**src/rtl/roct_pkg.sv**
```systemverilog
// shared types and constants for the rectangle overlap count table
`default_nettype none
package roct_pkg;

  localparam int IN_COORD_W  = 16;
  localparam int NUM_W       = 11;
  localparam int COUNT_W     = 11;
  localparam int QUEUE_DEPTH = 2;

  localparam logic [1:0] CMD_QUERY  = 2'd0;
  localparam logic [1:0] CMD_INSERT = 2'd1;
  localparam logic [1:0] CMD_DELETE = 2'd2;

  localparam logic [1:0] ST_OK    = 2'd0;
  localparam logic [1:0] ST_FULL  = 2'd1;
  localparam logic [1:0] ST_RANGE = 2'd2;

  localparam logic [COUNT_W-1:0] COUNT_MAX = '1;

  typedef struct packed {
    logic [1:0]            kind;
    logic [1:0]            status;
    logic                  has_slot;
    logic [IN_COORD_W-1:0] xl;
    logic [IN_COORD_W-1:0] yl;
    logic [IN_COORD_W-1:0] xh;
    logic [IN_COORD_W-1:0] yh;
    logic [NUM_W-1:0]      num;
  } job_t;

  typedef struct packed {
    logic [COUNT_W-1:0] count;
    logic [1:0]         status;
  } result_t;

endpackage
`default_nettype wire

```
**src/rtl/roct_fifo.sv**
```systemverilog
// small register queue with push/full and pop/empty sides
`default_nettype none
module roct_fifo #(
  parameter int WIDTH = 8
) (
  input  logic             clk,
  input  logic             rst,
  input  logic             push,
  output logic             full,
  input  logic [WIDTH-1:0] data_in,
  input  logic             pop,
  output logic             empty,
  output logic [WIDTH-1:0] data_out
);
  import roct_pkg::*;

  localparam int PW = (QUEUE_DEPTH > 1) ? $clog2(QUEUE_DEPTH) : 1;
  localparam int CW = $clog2(QUEUE_DEPTH + 1);

  logic [WIDTH-1:0] mem [QUEUE_DEPTH];
  logic [PW-1:0]    wr_ptr;
  logic [PW-1:0]    rd_ptr;
  logic [CW-1:0]    cnt;
  logic             wr;
  logic             rd;

  assign full     = (cnt == CW'(QUEUE_DEPTH));
  assign empty    = (cnt == '0);
  assign wr       = push && !full;
  assign rd       = pop && !empty;
  assign data_out = mem[rd_ptr];

  always_ff @(posedge clk) begin
    if (rst) begin
      wr_ptr <= '0;
      rd_ptr <= '0;
      cnt    <= '0;
    end else begin
      if (wr) begin
        wr_ptr <= (wr_ptr == PW'(QUEUE_DEPTH - 1)) ? '0 : wr_ptr + PW'(1);
      end
      if (rd) begin
        rd_ptr <= (rd_ptr == PW'(QUEUE_DEPTH - 1)) ? '0 : rd_ptr + PW'(1);
      end
      if (wr && !rd) begin
        cnt <= cnt + CW'(1);
      end else if (rd && !wr) begin
        cnt <= cnt - CW'(1);
      end
    end
  end

  always_ff @(posedge clk) begin
    if (wr) begin
      mem[wr_ptr] <= data_in;
    end
  end

endmodule
`default_nettype wire

```
**config.mk**
```make
export PLATFORM = sky130hd
export DESIGN_NAME = roct_fifo
export DESIGN_NICKNAME = d
export VERILOG_FILES = /design/src/rtl/roct_pkg.sv /design/src/rtl/roct_fifo.sv
export SDC_FILE = /design/constraint.sdc
export NUM_CORES = 1
export LEC_CHECK = 0
export ABC_CLOCK_PERIOD_IN_PS = 1700
export BUFFER_PORTS_ARGS = -buffer_cell sky130_fd_sc_hd__buf_2
export CAP_MARGIN = 25
export CORE_ASPECT_RATIO = 0.9
export CORE_MARGIN = 4
export CORE_UTILIZATION = 48
export DETAILED_ROUTE_END_ITERATION = 10
export PLACE_DENSITY = 0.72
export SETUP_SLACK_MARGIN = 0.3
export SYNTH_ARGS = -nofsm -noshare
export SYNTH_HDL_FRONTEND = slang
export SYNTH_SLANG_ARGS = --single-unit
```
**constraint.sdc**
```tcl
create_clock -name clk -period 1.7 [get_ports clk]
set_input_delay 0.17 -clock clk [delete_from_list [all_inputs] [get_ports clk]]
set_output_delay 0.17 -clock clk [all_outputs]
set_load 0.02 [all_outputs]
```
==> results.md, run 1 <==
- Clock latency on the worst-skew pair: 290 ps
- Number of placed I/O pins: 22
- Horizontal die dimension: 50.85 um
- # setup viols final: 0
- Initial antenna violation count: 0
- Initial core utilization: 0.5301
- Post-synth ARST share: 0
- Number of global-route vias before repair: 479
- Power spent charging and discharging nets: 531.9 uW
- Signal arrival time at the worst endpoint: 1680 ps
- Sequential cell area fraction in the yosys report: 0.7319
- Setup slack, reg-to-reg: 240 ps
- Synthesized instance count: 50
- Post-synth top area share: 0.6057
- Worst r2r path cells: 6
- Top post-synthesis cells by area: edfxtp_1 61%, dfxtp_1 13%, mux2_2 11%, xor2_1 3.3%, nor2_1 2.4%
- Worst path max stage delay: 370 ps
- Number of warnings reported in the yosys synthesis log: 0
- Final net count: 91
- Unrepaired setup endpoints after global routing: yes
- Status: finished, final reports clean
- Clock Sink Count: 21
- Rows: 13
- Sum of routed wire length over all layers: 1303 um
- Final TNS setup: 0 ps
- Maximum buffer depth of the clock tree: 2
- DRC marker count from the first detailed-route iteration: 3
- Worst IR Drop VDD: 1.076 mV
- Clock skew after layout: 3.181 ps
- Total of max-cap violations: 0
- Ratio of cells with drive above 1 in the final layout: 0.5844
- Worst slack, placed: 163.5 ps
- Hold Fails Final Rpt: 0
- Launching element type of the critical path: register
- Required time of the critical path: 1920 ps
- Fin util: 0.7065
- Endpoint of the worst hold path: mem[1][2]
- Top_reg_cell synth: edfxtp_1
- Maximum operating frequency: 0.6859 GHz
- Crit path buffers/inverters: 0
- Post-synthesis instance area: 793.3 sq um
- Hold/Removal Path Class: in2reg
- Crit. End Element: register
- Total Power Consumption: 1.625 mW
- DRC: 0
- Proportion of power drawn by flip-flops and latches: 0.462
- Reg-to-Reg Start: cnt[1]
- Internal power consumption: 1.093 mW
- TritonCTS clock tree: built
- CORE AREA: 1496 sq um
- Path type of the worst setup path: reg2reg
- Total global routing track utilization: 0.1158
- Max-slew headroom: 0.7524
- Leading post-synthesis cells by instance count: 16 x edfxtp_1, 8 x mux2_2, 5 x dfxtp_1, 5 x nor2_1
- Post-synth EDFFs: 16
- Total gr overflow: 0
- Routed wire length per instance: 13.16 um
- Start point of the worst hold path: data_in[2]
- Number of synthesized register bits: 21
- Maximum fanout along the worst path: 4
- Library cell with the highest instance count after synthesis: edfxtp_1
- Mean number of vias per cell: 4.727
- Largest net degree at the start of global routing: 13
- Clk Tree Root Cell: clkbuf_4
- Layout overhead on the synthesized area: 33.28%
- First-pass iteration count of the detailed router: 2
- Final clock period utilization by the worst path: 0.8576
- Cells along the critical path: nor2b_4 -> nor2_2 -> ha_4 -> xor2_1 -> or3_1 -> a21oi_2
- Die Height: 46.57 um
- Highest-delay cell along the critical path: dfxtp_2
- Vias after detailed routing: 468
- Worst Slack Setup Final: 242.1 ps
- Switching portion of total power: 0.3273
- Max-slew violation count: 0
- Largest area contributor in the synthesized netlist: edfxtp_1
- Post-Synthesis Mean Instance Area: 15.87 sq um
- I/O Buffers: 21
- CTS H-tree depth: 1
- Critical register-to-register path endpoint: cnt[1]
- Number of routed nets with antenna violations: 0
- Clock network fraction of total power: 0.135
- Gate power share: 0.403
- Power per standard cell area: 1537 nW/um^2
- Category of cells accounting for the largest share of critical-path delay: simple AND/OR/NAND/NOR gates
- RD Place Congestion: 0.7516
- TritonCTS Buffers: 3
- Time the worst path needs with I/O delays and setup: 1458 ps
- Die area: 2368 sq um
- First-pass GRT wire length: 1911 um
- Number of unique standard cell types used by synthesis: 13
- Detail Placement HPWL: 854 um
- Clock slew at reported path FFs: 110 ps
- Total of fill cells in the finished design: 117
- Worst hold path depth: 1
- Count of inserted antenna diode cells: 0
- Least-Margin Pin Slew: 371.5 ps
- Synth Net Count: 63
- P_leak: 0.4279 nW
-- worst reg2reg max path, delay by kind of cell (launching register included) --
family	cells	cell delay, ps
simple gates	3	580
compound gates	1	150
fa+ha+maj	1	150
xor+xnor	1	140
flops	1	370
-- worst max path at each step --
stage	start	endpoint	slack [ps]	cells after the start
2_1_floorplan	cnt[1]	cnt[1]	240	5
3_3_place_gp	cnt[0]	cnt[1]	240	4
3_5_place_dp	cnt[0]	cnt[1]	160	4
4_1_cts	cnt[1]	cnt[1]	290	6
5_1_grt	cnt[1]	cnt[1]	200	6
6_report	cnt[1]	cnt[1]	240	6
-- placed cells by master (no fill, tap or decap) --
cell type,Yosys,routed
a21oi_1,2,1
a21oi_2,0,1
and2_1,1,1
buf_2,1,16
buf_4,0,3
buf_6,0,5
clkbuf_4,0,3
clkinv_2,0,1
dfxtp_1,5,2
dfxtp_2,0,1
dfxtp_4,0,2
edfxtp_1,16,16
ha_4,0,1
inv_1,2,1
inv_2,0,1
mux2_2,8,3
mux2_4,0,5
nor2_1,5,4
nor2_2,0,1
nor2b_4,0,1
o21ai_0,3,2
o21ai_2,0,1
or3_1,2,2
xor2_1,3,3
-- stage by stage --
step	instances	area, sq um	hold WS, ps
4_1_cts	99	1003	56.55
3_5_place_dp	92	928.4	361.4
2_1_floorplan	50	800.8	231.7
3_3_place_gp	92	928.4	359.9
5_1_grt	99	1057	39.78
6_report	99	1057	61.16
-- metal layers --
layer	track usage	share of wire
met2	0.2057	0.54
met3	0.03560	0.042
met5	0	0
met1	0.1253	0.40
met4	0.06452	0.019
-- power groups by stage --
stage / Clock (mW) / Sequential [mW] / Combinational, mW
after floorplan: 0 / 0.707 / 0.379
after global placement: 0 / 0.740 / 0.476
after detailed placement: 0 / 0.742 / 0.480
after CTS: 0.228 / 0.745 / 0.556
after global routing: 0.259 / 0.767 / 0.701
final: 0.219 / 0.751 / 0.654
-- flip-flops by register name, summed over array words and instances, names as in the netlist, named ones only --
register	count
cnt	2
mem	16
rd_ptr	1
wr_ptr	1
-- layout make-up --
| class | instances | area (sq um) | area share |
|---|---|---|---|
| Sequential cell | 21 | 589.3 | 0.5574 |
| Inverter | 2 | 7.507 | 0.007101 |
| Clock inverter | 1 | 5.005 | 0.004734 |
| Tap cell | 22 | 27.53 | 0.02604 |
| Timing Repair Buffer | 24 | 158.9 | 0.1503 |
| Multi-Input combinational cell | 26 | 246.5 | 0.2331 |
| Clock buffer | 3 | 22.52 | 0.02130 |
-- cells by family after synthesis --
logic type | after synthesis | synth area share
fa+ha+maj | 1 | 0.01577
xor+xnor | 3 | 0.03313
flops | 21 | 0.7319
compound gates | 5 | 0.03154
buf+inv | 3 | 0.01577
simple gates | 9 | 0.05837
mux | 8 | 0.1136
-- what timing repair did --
action,CTS,global route
gates resized for setup,10,15
buffers inserted,3,0
endpoints found under the setup margin,9,18
hold buffers,0,0
pin swaps,4,2
endpoints found under the hold margin,0,0
Note: power is estimated with default switching activity, not from simulation.
==> inputs of run 2 (changes only) <==
--- a/config.mk
+++ b/config.mk
@@ -13,6 +13,6 @@
 export CORE_UTILIZATION = 48
 export DETAILED_ROUTE_END_ITERATION = 10
+export HOLD_SLACK_MARGIN = 0.12
 export PLACE_DENSITY = 0.72
-export SETUP_SLACK_MARGIN = 0.3
 export SYNTH_ARGS = -nofsm -noshare
 export SYNTH_HDL_FRONTEND = slang
==> constraint.sdc (replaced) <==
create_clock -name clk -period 1.7 [get_ports clk]
set_input_delay 0.085 -clock clk [delete_from_list [all_inputs] [get_ports clk]]
set_output_delay 0.085 -clock clk [all_outputs]
set_load 0.02 [all_outputs]
==> run 2 against run 1 <==
Sequential power fell by 3.9%. Non-clock buffer count grew 6. Via count up 1.7%. Clock power increased by 3%. Clock-buffer cell count rose by 1. Sequential cell count stayed put. Combinational power shrank 26%. Core utilization down 1.3 points. Final cell count increased by 6.1%. First-iteration DRC count increased to 3.0 times the previous value. Routed wire length shrank 6.8%. Clock skew barely moved. Largest cell class unchanged.
==> results.md, run 2 (synthesis results as in run 1) <==
- Status: finished, final reports clean
- First-pass iteration count of the detailed router: 2
- Number of flip-flops in the largest register: 16
- CORE AREA: 1496 sq um
- Sequential cell area: 580.6 sq um
- # setup viols final: 0
- Hold/Removal Path Class: in2reg
- Die area: 2368 sq um
- Reg-to-Reg Start: cnt[0]
- Sum of routed wire length over all layers: 1214 um
- Detail Placement HPWL: 828.5 um
- Rows: 13
- Initial antenna violation count: 0
- Clock network fraction of total power: 0.158
- Maximum buffer depth of the clock tree: 2
- I/O Buffers: 21
- Gate power share: 0.337
- Launching element type of the critical path: register
- Total of fill cells in the finished design: 114
- Commonest cells after routing, fill and taps aside: 21 x buf_2, 16 x edfxtp_1, 9 x dlygate4sd3_1
- Number of routed nets with antenna violations: 0
- Hold slack: 158.2 ps
- Crit. End Element: register
- Unrepaired setup endpoints after global routing: no
- Mean number of vias per cell: 4.533
- Worst r2r path cells: 4
- Final TNS setup: 0 ps
- First-pass GRT wire length: 2021 um
- Clock slew at reported path FFs: 110 ps
- Path type of the worst setup path: reg2reg
- Required time of the critical path: 1930 ps
- RD Place Congestion: 0.7361
- Count of inserted antenna diode cells: 0
- Horizontal die dimension: 50.85 um
- TritonCTS Buffers: 3
- Maximum operating frequency: 0.6480 GHz
- Internal power consumption: 961.3 uW
- CTS H-tree depth: 1
- Final clock period utilization by the worst path: 0.9077
- Total gr overflow: 0
- Number of global-route vias before repair: 480
- Total of max-cap violations: 0
- Time the worst path needs with I/O delays and setup: 1543 ps
- Power per standard cell area: 1378 nW/um^2
- Signal arrival time at the worst endpoint: 1770 ps
- Clock skew after layout: 3.654 ps
- Die Height: 46.57 um
- Switching portion of total power: 0.3273
- Routed wire length per instance: 11.56 um
- Ratio of cells with drive above 1 in the final layout: 0.3976
- Vias after detailed routing: 476
- Total Power Consumption: 1.429 mW
- Most frequent standard cell in the layout excluding fill and tap cells: buf_2
- Hold Fails Final Rpt: 0
- Proportion of power drawn by flip-flops and latches: 0.506
- Largest Register: mem
- Layout overhead on the synthesized area: 30.76%
- Number of standard cells in the final layout excluding fillers: 105
- Clock Sink Count: 21
- Total global routing track utilization: 0.1275
- TritonCTS clock tree: built
- Max-slew violation count: 0
- Power spent charging and discharging nets: 467.7 uW
- Clk Tree Root Cell: clkbuf_4
- P_leak: 0.4156 nW
- Number of placed I/O pins: 22
- Final net count: 97
- Largest net degree at the start of global routing: 12
- DRC: 0
- Least-Margin Pin Slew: 385.9 ps
- Maximum fanout along the worst path: 5
- Leading registers by flop count: mem x16, cnt x2
- Critical register-to-register path endpoint: cnt[1]
- Multi-input combinational cell area: 200.2 sq um
- Number of instances resized during post-cts repair: 0
- End point of the critical path: cnt[1]
- Max-slew headroom: 0.7427
- Setup slack, reg-to-reg: 160 ps
- Initial core utilization: 0.5301
- Clock latency on the worst-skew pair: 290 ps
- Beginning of the critical path: cnt[0]
- DRC marker count from the first detailed-route iteration: 9
- Dpl cells: 92
- Worst IR Drop VDD: 0.8679 mV
[run 2: changes by cell type in the layout (fill, tap and decap cells not counted), moves of 5 or more]
cell	delta
mux2_4	-5
buf_2	+5
dlygate4sd3_1	+9
mux2_2	+5
buf_6	-5
[run 2: layout make-up]
type,instances,share of cell area
flip-flops and latches,21,0.5597
multi-input cells,26,0.1930
repair buffers,30,0.1882
well taps,22,0.02654
clock buffers,4,0.02533
inverters,2,0.007238
[run 2: what timing repair did]
| item | in CTS | in global routing |
|---|---|---|
| hold buffers | 9 | 0 |
| endpoints found under the hold margin | 21 | 0 |
| setup buffers | 0 | 0 |
[run 2: worst min path at each step]
stage | endpoint | cells after the start | from
after floorplan | cnt[1] | 1 | rst
after global placement | mem[0][7] | 1 | data_in[7]
after detailed placement | mem[1][4] | 1 | data_in[4]
after CTS | wr_ptr | 4 | push
after global routing | wr_ptr | 4 | push
final | wr_ptr | 4 | push
[run 2: through the flow]
step | setup slack, ps | instance area [sq um] | util
finish | 156.8 | 1037 | 0.6931
floorplan | 113.4 | 793.3 | -
global placement | 194.8 | 920.9 | 0.6154
detailed placement | 168.9 | 920.9 | 0.6154
global route | 31.74 | 1037 | 0.6931
CTS | 141.1 | 1037 | 0.6931
[run 2: power by group through the flow]
| stage | Clock [mW] | Combinational (mW) | Sequential (mW) |
|---|---|---|---|
| final | 0.225 | 0.481 | 0.722 |
| after global routing | 0.269 | 0.532 | 0.736 |
| after CTS | 0.228 | 0.488 | 0.724 |
| after detailed placement | 0 | 0.469 | 0.736 |
| after global placement | 0 | 0.467 | 0.731 |
| after floorplan | 0 | 0.371 | 0.699 |
[run 2: critical path, cell delays in order (launching register included)]
cell	delay (ps)
dfxtp_1	370
o21ai_0	290
ha_1	310
or3_1	380
a21oi_1	130
[run 2: layer usage]
layer,global-route usage,share of wire
met5,0,0
met4,0.08065,0.0099
met3,0.03883,0.044
met2,0.2161,0.51
met1,0.1429,0.44
