`src/rtl/roct_pkg.sv`:
```
// shared types and constants for the rectangle overlap count table
`default_nettype none
package roct_pkg;

  localparam int IN_COORD_W  = 16;
  localparam int NUM_W       = 11;
  localparam int COUNT_W     = 11;
  localparam int QUEUE_DEPTH = 2;

  localparam logic [1:0] CMD_QUERY  = 2'd0;
  localparam logic [1:0] CMD_INSERT = 2'd1;
  localparam logic [1:0] CMD_DELETE = 2'd2;

  localparam logic [1:0] ST_OK    = 2'd0;
  localparam logic [1:0] ST_FULL  = 2'd1;
  localparam logic [1:0] ST_RANGE = 2'd2;

  localparam logic [COUNT_W-1:0] COUNT_MAX = '1;

  typedef struct packed {
    logic [1:0]            kind;
    logic [1:0]            status;
    logic                  has_slot;
    logic [IN_COORD_W-1:0] xl;
    logic [IN_COORD_W-1:0] yl;
    logic [IN_COORD_W-1:0] xh;
    logic [IN_COORD_W-1:0] yh;
    logic [NUM_W-1:0]      num;
  } job_t;

  typedef struct packed {
    logic [COUNT_W-1:0] count;
    logic [1:0]         status;
  } result_t;

endpackage
`default_nettype wire

```
`src/rtl/roct_front.sv`:
```
// front end: accepts items, numbers them and classifies range and full cases
`default_nettype none
module roct_front #(
  parameter int TABLE_DEPTH = 1024
) (
  input  logic                                 clk,
  input  logic                                 rst,
  input  logic                                 push,
  output logic                                 full,
  input  logic [1:0]                           command,
  input  logic [roct_pkg::IN_COORD_W-1:0]      x_low,
  input  logic [roct_pkg::IN_COORD_W-1:0]      y_low,
  input  logic [roct_pkg::IN_COORD_W-1:0]      x_high,
  input  logic [roct_pkg::IN_COORD_W-1:0]      y_high,
  input  logic [roct_pkg::NUM_W-1:0]           item_number,
  output logic                                 q_push,
  input  logic                                 q_full,
  output roct_pkg::job_t                       q_job,
  output logic [$clog2(TABLE_DEPTH+1)-1:0]     q_slot
);
  import roct_pkg::*;

  localparam int CNT_W = $clog2(TABLE_DEPTH + 1);

  logic [CNT_W-1:0] counter;
  logic             at_end;
  logic             in_range;
  logic [31:0]      num_ext;

  assign full     = q_full;
  assign q_push   = push;
  assign at_end   = (counter == CNT_W'(TABLE_DEPTH));
  assign num_ext  = 32'(item_number);
  assign in_range = (num_ext != 32'd0) && (num_ext <= 32'(TABLE_DEPTH));
  assign q_slot   = counter;

  always_comb begin
    q_job          = '0;
    q_job.kind     = command;
    q_job.has_slot = !at_end;
    q_job.xl       = x_low;
    q_job.yl       = y_low;
    q_job.xh       = x_high;
    q_job.yh       = y_high;
    q_job.num      = item_number;
    q_job.status   = ST_OK;
    if (command == CMD_INSERT && at_end) begin
      q_job.status = ST_FULL;
    end else if (command == CMD_DELETE && !in_range) begin
      q_job.status = ST_RANGE;
    end
  end

  always_ff @(posedge clk) begin
    if (rst) begin
      counter <= '0;
    end else if (push && !q_full && !at_end) begin
      counter <= counter + CNT_W'(1);
    end
  end

endmodule
`default_nettype wire

```
`config.mk`:
```
export PLATFORM = sky130hd
export DESIGN_NAME = roct_front
export DESIGN_NICKNAME = d
export VERILOG_FILES = /design/src/rtl/roct_pkg.sv /design/src/rtl/roct_front.sv
export SDC_FILE = /design/constraint.sdc
export NUM_CORES = 1
export LEC_CHECK = 0
export ABC_AREA = 0
export BUFFER_PORTS_ARGS = -buffer_cell sky130_fd_sc_hd__buf_4
export CORE_ASPECT_RATIO = 2
export CORE_UTILIZATION = 28
export DETAILED_ROUTE_END_ITERATION = 8
export PLACE_DENSITY = 0.76
export SKIP_CTS_REPAIR_TIMING = 1
export SLEW_MARGIN = 20
export SYNTH_ARGS = -nofsm -noshare
export SYNTH_HDL_FRONTEND = slang
export SYNTH_SLANG_ARGS = --single-unit
```
`constraint.sdc`:
```
create_clock -name clk -period 1.7 [get_ports clk]
set_input_delay 0.085 -clock clk [delete_from_list [all_inputs] [get_ports clk]]
set_output_delay 0.085 -clock clk [all_outputs]
set_load 0.01 [all_outputs]
```
==> summary.txt, run 1 <==
Global routing
  • GRT Total Usage: 14.24%
  • First-pass GRT wire length: 4.616 mm
  • Pin count of the biggest net entering global routing: 14
  • Vias in the first global route: 830
  • Antenna violations before repair: 0
  • Grt total ovfl: 0

STA
  • Slew of the pin with the lowest slew margin: 321.3 ps
  • Slew margin rel.: 78.44%
  • Setup TNS: 0 ps
  • Slew Viols, Final: 0
  • Final period util: 93.90%
  • Final Hold Viols: 0
  • Tmin final: 1596 ps
  • Worst Clk Skew: 0.7225 ps
  • Final setup fails: 0
  • Fmax: 626.4 MHz
  • Final WS setup: 103.6 ps
  • Hold slack final: 108.4 ps
  • RSZ-0062 raised after global routing: false

Critical path
  • Worst path slowest cell: dfxtp_1
  • Startpoint Class: register
  • R2R Setup Slk: 130 ps
  • Critical Path Max Stage Delay: 310 ps
  • R2R cell count: 5
  • Crit. End Element: output port
  • Crit-path cells: inv_1 -> ha_1 -> nor4b_4 -> nand3_2 -> nor3b_2 -> buf_4
  • Crit Path Class: register to output port
  • CP top delay family: simple AND/OR/NAND/NOR gates
  • Worst path arrival time: 1510 ps
  • Crit Path Max Fanout: 3
  • Crit path buf inv count: 2
  • RR Startpoint: q_slot[0]
  • Reg2reg end: q_slot[0]
  • Req. time, crit path: 1620 ps

Detailed routing
  • Routed vias: 891
  • Drt pass-1 iters: 4
  • Routed wire length: 3.465 mm
  • Via density: 4.923
  • Antenna-violating nets left: 0
  • DR WL/cell: 19.14 um
  • Iteration-0 DRC Markers: 8
  • DRC: 0

Clock tree
  • CTS tree: done
  • TritonCTS buffer count: 3
  • Clock sinks: 11
  • Clock Path Buffers: 2
  • CTS root buffer: clkbuf_8
  • Worst-Skew Late Latency: 240 ps
  • H-Tree Depth: 1
  • Clock Pin Slew Worst Setup and Hold Paths: 50 ps

Power and ir drop
  • Sequential share of power: 40.3%
  • Sw power: 0.0001572 W
  • Worst-case vdd ir drop: 0.4019 mV
  • Leakage: 0.4886 nW
  • Switching portion of total power: 24.13%
  • Comb pwr share: 19.1%
  • Power Density: 562.4 nW/um^2
  • Clock power frac: 40.5%
  • Power Internal: 0.0004944 W

Layout
  • Antenna Cells: 0
  • Final instance area: 1159 sq um
  • Filler instances: 476
  • Final Core Density: 28.06%
  • Area growth syn-to-layout: -5.026%
  • Most frequent cells in the layout: buf_4 (53), dfxtp_1 (11), a21oi_1 (10), or4_1 (6)
  • Most common cell after layout, fill and taps aside: buf_4
  • Max FFs per register: 11
  • NumNets Final: 213
  • Fraction of layout instances using a drive strength above 1: 50.39%

Placement
  • Routability congestion estimate: 0.7665
  • Area post-placement: 1081 sq um
  • Hpwl dp: 2.892 mm
  • # port buffers: 45
  • Pre-CTS WS: 16.25 ps

Yosys
  • Synth cell types: 26
  • Largest family of logic cells by synthesized area: buffers and inverters
  • Ys Warns: 0
  • Synthesized area: 1220 sq um
  • Syn Inst Count: 153
  • Syn_area_per_cell: 7.973 sq um
  • Yosys reg bits: 11
  • XOR/XNOR Fraction of Synth Area: 0%
  • Mux share of post-synthesis cell area: 1.744%
  • Sequential share of the synthesized area: 18.05%
  • Synth Area in Compound Gates: 10.36%
  • Simple-gate share of the synthesized area: 16.92%
  • Synth Area in Adders: 2.051%
  • Net Count, Synth: 236

Min path
  • Hold path endpoint: q_slot[8]
  • Hold Path Depth: 2
  • Hold WC Path Type: input pin to register
  • Hold Crit Start: rst

Floorplan
  • Die Area: 4641 sq um
  • Initial Util: 29.55%
  • Die H: 95.35 um
  • Core footprint: 4129 sq um
  • I/O pins: 174
  • Cell row count: 33
  • Die X: 48.68 um

Status
  • Status: finished clean

Flow run
  • Max-cap check violation count: 0
## area by class of cell
type                    instances  area, sq um  share of cell area [%]
clock inverters                 1        5.005                  0.4320
multi-input cells              56        410.4                   35.42
well taps                      52        65.06                   5.616
clock buffers                   3        41.29                   3.564
flip-flops and latches         11        220.2                   19.01
repair buffers                 53        397.9                   34.34
inverters                       5        18.77                   1.620
## worst max path at each step
stage              start        end  slack, ps  cells past startpoint
4_1_cts        q_slot[0]  q_job[76]       -250                      6
3_5_place_dp   q_slot[0]  q_job[76]         20                      6
6_report       q_slot[0]  q_job[76]        100                      6
5_1_grt        q_slot[0]  q_job[76]          3                      6
3_3_place_gp   q_slot[0]  q_job[76]        110                      6
2_1_floorplan  q_slot[0]  q_slot[0]         10                      5
## logic make-up (layout without fill, tap and decap cells)
group | count (synthesis) | in the layout
AO/OA/AOI/OAI | 21 | 21
adder cells (fa/ha/maj) | 2 | 2
buffers and inverters | 86 | 62
flip-flops | 11 | 11
multiplexers | 2 | 2
AND/OR/NAND/NOR | 31 | 31
## synthesized netlist by cell type
cell type   n  area [sq um]
nand2b_1    3         18.77
or4_1       6         45.04
nor2_1      3         11.26
nor4b_1     2         17.52
clkbuf_1    1         3.750
inv_1       5         18.77
nand3_1     3         15.01
mux2_2      1         11.26
buf_4      79         593.1
or2_2       1         6.260
o21ai_0     4         20.02
o31ai_1     5         37.54
nor3b_1     1         7.510
dfxtp_1    11         220.2
nand4b_1    2         17.52
a311o_1     1         10.01
ha_1        2         25.02
nand2_1     3         11.26
nand3b_1    1         7.510
clkbuf_2    1         5.000
or3_1       4         25.02
or4_4       1         11.26
mux2i_1     1         10.01
a21oi_1    10         50.05
nand4_2     1         12.51
a311oi_1    1         8.760
## worst register-to-register path: cells and delay by family (launching register included)
kind | cells | cell delay [ps]
muxes | 1 | 370
AOI/OAI and AO/OA | 1 | 350
DFF | 1 | 330
adders and majority gates | 1 | 200
and+or+nand+nor | 1 | 140
buffers and inverters | 1 | 60
## stage by stage
| step | instances | total power, W |
|---|---|---|
| 5_1_grt | 181 | 0.0006863 |
| 2_1_floorplan | 153 | 0.0004868 |
| 3_5_place_dp | 177 | 0.0003909 |
| 4_1_cts | 181 | 0.0006578 |
| 3_3_place_gp | 177 | 0.0003890 |
| 6_report | 181 | 0.0006517 |
## power by group through the flow
| stage | combinational, W | sequential (W) | clock, W |
|---|---|---|---|
| floorplan | 0.000216 | 0.000271 | 0 |
| global placement | 0.000121 | 0.000268 | 0 |
| detailed placement | 0.000123 | 0.000268 | 0 |
| CTS | 0.000123 | 0.000263 | 0.000272 |
| global route | 0.000135 | 0.000263 | 0.000289 |
| finish | 0.000125 | 0.000263 | 0.000264 |
## routing by layer
metal,global-route usage [%],share of wire (%),vias to the layer above,wire [um]
li1,-,-,392,-
met1,10.34,25,375,854
met2,21.99,45,64,1569
met3,6.061,15,60,531
met4,23.28,15,0,509
met5,0,0,-,0
Note: power is estimated with default switching activity, not from simulation.
==> inputs of run 2 (changes only) <==
Settings changed: CORE_AREA set to 2 2 67 69, CORE_ASPECT_RATIO 2 to not set, CORE_UTILIZATION 28 to not set, DIE_AREA set to 0 0 69 71.
Clock period 1.7 ns to 1.58 ns, I/O delays scaled along.
==> run 2 against run 1 <==
Clock skew up 1.4 ps. Core utilization up 1.8 points. Total power up 11%. Critical endpoint unchanged. Largest cell class is now non-clock buffers.
==> summary.txt, run 2 (same netlist as run 1, synthesis figures left out) <==
STA
  • Final WS setup: 24.08 ps (was 103.6 ps)
  • Tmin final: 1556 ps
  • Final period util: 98.48%
  • Final setup fails: 0 (unchanged)
  • Slew of the pin with the lowest slew margin: 364.8 ps (was 321.3 ps)
  • Hold slack final: 104.2 ps (was 108.4 ps)
  • Fmax: 642.7 MHz
  • Worst Clk Skew: 2.171 ps (was 0.7225 ps)
  • Slew margin rel.: 75.52% (was 78.44%)
  • RSZ-0062 raised after global routing: true (was false)
  • Slew Viols, Final: 0 (unchanged)
  • Setup TNS: 0 ps (unchanged)
  • Final Hold Viols: 0 (unchanged)

Global routing
  • Grt total ovfl: 0 (unchanged)
  • Pin count of the biggest net entering global routing: 14 (unchanged)
  • GRT Total Usage: 9.925% (was 14.24%)
  • Antenna violations before repair: 0 (unchanged)
  • First-pass GRT wire length: 3.884 mm (was 4.616 mm)
  • Vias in the first global route: 831 (was 830)

Floorplan
  • Die H: 71 um (was 95.35 um)
  • I/O pins: 174 (unchanged)
  • Initial Util: 29.02% (was 29.55%)
  • Cell row count: 24 (was 33)
  • Die Area: 4899 sq um (was 4641 sq um)
  • Core footprint: 4204 sq um (was 4129 sq um)
  • Die X: 69 um (was 48.68 um)

Status
  • Status: finished clean (unchanged)

Critical path
  • R2R Setup Slk: 30 ps (was 130 ps)
  • Crit-path cells: inv_2 -> ha_4 -> nor4b_4 -> buf_4 -> nand3_4 -> nor3b_2 -> buf_4 (was inv_1 -> ha_1 -> nor4b_4 -> nand3_2 -> nor3b_2 -> buf_4)
  • Startpoint Class: register (unchanged)
  • Crit Path Max Fanout: 2 (was 3)
  • Req. time, crit path: 1500 ps (was 1620 ps)
  • Crit Path Class: register to output port (unchanged)
  • RR Startpoint: q_slot[4] (was q_slot[0])
  • Crit. End Element: output port (unchanged)
  • CP Capture Point: q_job[76] (unchanged)
  • Critical Path Max Stage Delay: 320 ps (was 310 ps)
  • Reg2reg end: q_slot[0] (unchanged)
  • Most used cell, CP: buf_4
  • Worst path arrival time: 1480 ps (was 1510 ps)
  • Worst path slowest cell: dfxtp_2 (was dfxtp_1)
  • R2R cell count: 4 (was 5)
  • Setup crit start: q_slot[1] (was q_slot[0])

Power and ir drop
  • Power Density: 577.1 nW/um^2 (was 562.4 nW/um^2)
  • Leakage: 0.5204 nW (was 0.4886 nW)
  • Worst-case vdd ir drop: 0.2150 mV (was 0.4019 mV)

Min path
  • Hold WC Path Type: input pin to register (unchanged)

Clock tree
  • TritonCTS buffer count: 3 (unchanged)
  • H-Tree Depth: 1 (unchanged)
  • Clock sinks: 11 (unchanged)
  • CTS root buffer: clkbuf_8 (unchanged)
  • Worst-Skew Late Latency: 240 ps (about the same)
  • CTS tree: done (unchanged)
  • Clock Path Buffers: 2 (unchanged)
  • Clock Pin Slew Worst Setup and Hold Paths: 50 ps (about the same)

Layout
  • Fraction of layout instances using a drive strength above 1: 56.62% (was 50.39%)
  • Max FFs per register: 11 (unchanged)
  • Filler instances: 458 (was 476)
  • Most frequent cells in the layout: buf_4 (57), a21oi_1 (10), dfxtp_1 (9), or4_1 (6), o31ai_1 (5) (was buf_4 (53), dfxtp_1 (11), a21oi_1 (10), or4_1 (6))
  • NumNets Final: 220 (was 213)
  • Most common cell after layout, fill and taps aside: buf_4 (unchanged)
  • Sequential cell area: 222.7 sq um (was 220.2 sq um)
  • Final Instance Count excl. Fillers: 188 (was 181)
  • Multi-input logic area: 442.9 sq um (was 410.4 sq um)
  • Antenna Cells: 0 (unchanged)
  • Area growth syn-to-layout: 2.974% (was -5.026%)

Detailed routing
  • Routed vias: 883 (was 891)
  • Routed wire length: 2.615 mm (was 3.465 mm)
  • Via density: 4.697 (was 4.923)
  • DR WL/cell: 13.91 um (was 19.14 um)
  • Antenna-violating nets left: 0 (unchanged)
  • DRC: 0 (unchanged)
  • Iteration-0 DRC Markers: 22 (was 8)
  • Drt pass-1 iters: 3 (was 4)

Placement
  • Routability congestion estimate: 0.7724 (was 0.7665)
  • Hpwl dp: 1.978 mm (was 2.892 mm)
  • DP Cell Count: 180 (was 177)
  • Pre-CTS WS: 14.70 ps (was 16.25 ps)
  • # port buffers: 45 (unchanged)

Flow run
  • Max-cap check violation count: 0 (unchanged)
==> run 2: area by class of cell <==
| type | count | share of cell area (%) |
|---|---|---|
| multi-input cells | 56 | 35.26 |
| repair buffers | 60 | 36.75 |
| clock buffers | 4 | 3.586 |
| well taps | 52 | 5.179 |
| inverters | 5 | 1.494 |
| flip-flops and latches | 11 | 17.73 |
==> run 2: metrics by stage <==
step / cell area (sq um) / utilization, % / total power (W)
final: 1256 / 29.88 / 0.0007249
after global routing: 1256 / 29.88 / 0.0007546
after CTS: 1151 / 27.38 / 0.0007141
after detailed placement: 1106 / 26.31 / 0.0004201
after global placement: 1106 / 26.31 / 0.0004190
after floorplan: 1222 / - / 0.0005246
==> run 2: worst min path at each step <==
stage | start | endpoint | cells after the start | slack (ps)
5_1_grt | rst | q_slot[8] | 2 | 120
6_report | rst | q_slot[3] | 2 | 100
3_3_place_gp | y_high[12] | q_job[23] | 0 | 160
2_1_floorplan | command[1] | q_job[76] | 1 | 210
3_5_place_dp | y_high[12] | q_job[23] | 0 | 160
4_1_cts | rst | q_slot[5] | 2 | 100
==> run 2: critical path, delay by kind of cell, from the launching register on <==
family        cells  cell delay [ps]
fa+ha+maj         1              120
buf+inv           3              370
flops             1              320
simple gates      3              420
==> run 2: layer usage <==
metal  global-route usage (%)  up-vias  wire (um)
li1                         -      409          -
met1                    10.35      413        953
met2                    14.53       36       1241
met3                    5.271       25        286
met4                    8.715        0        133
met5                        0        -          0
==> run 2: where the power goes <==
part,internal [W],switching (W)
combinational,0.0000886,0.0000596
clock,0.000178,0.000114
sequential,0.000282,0.00000257
total,0.000548,0.000177
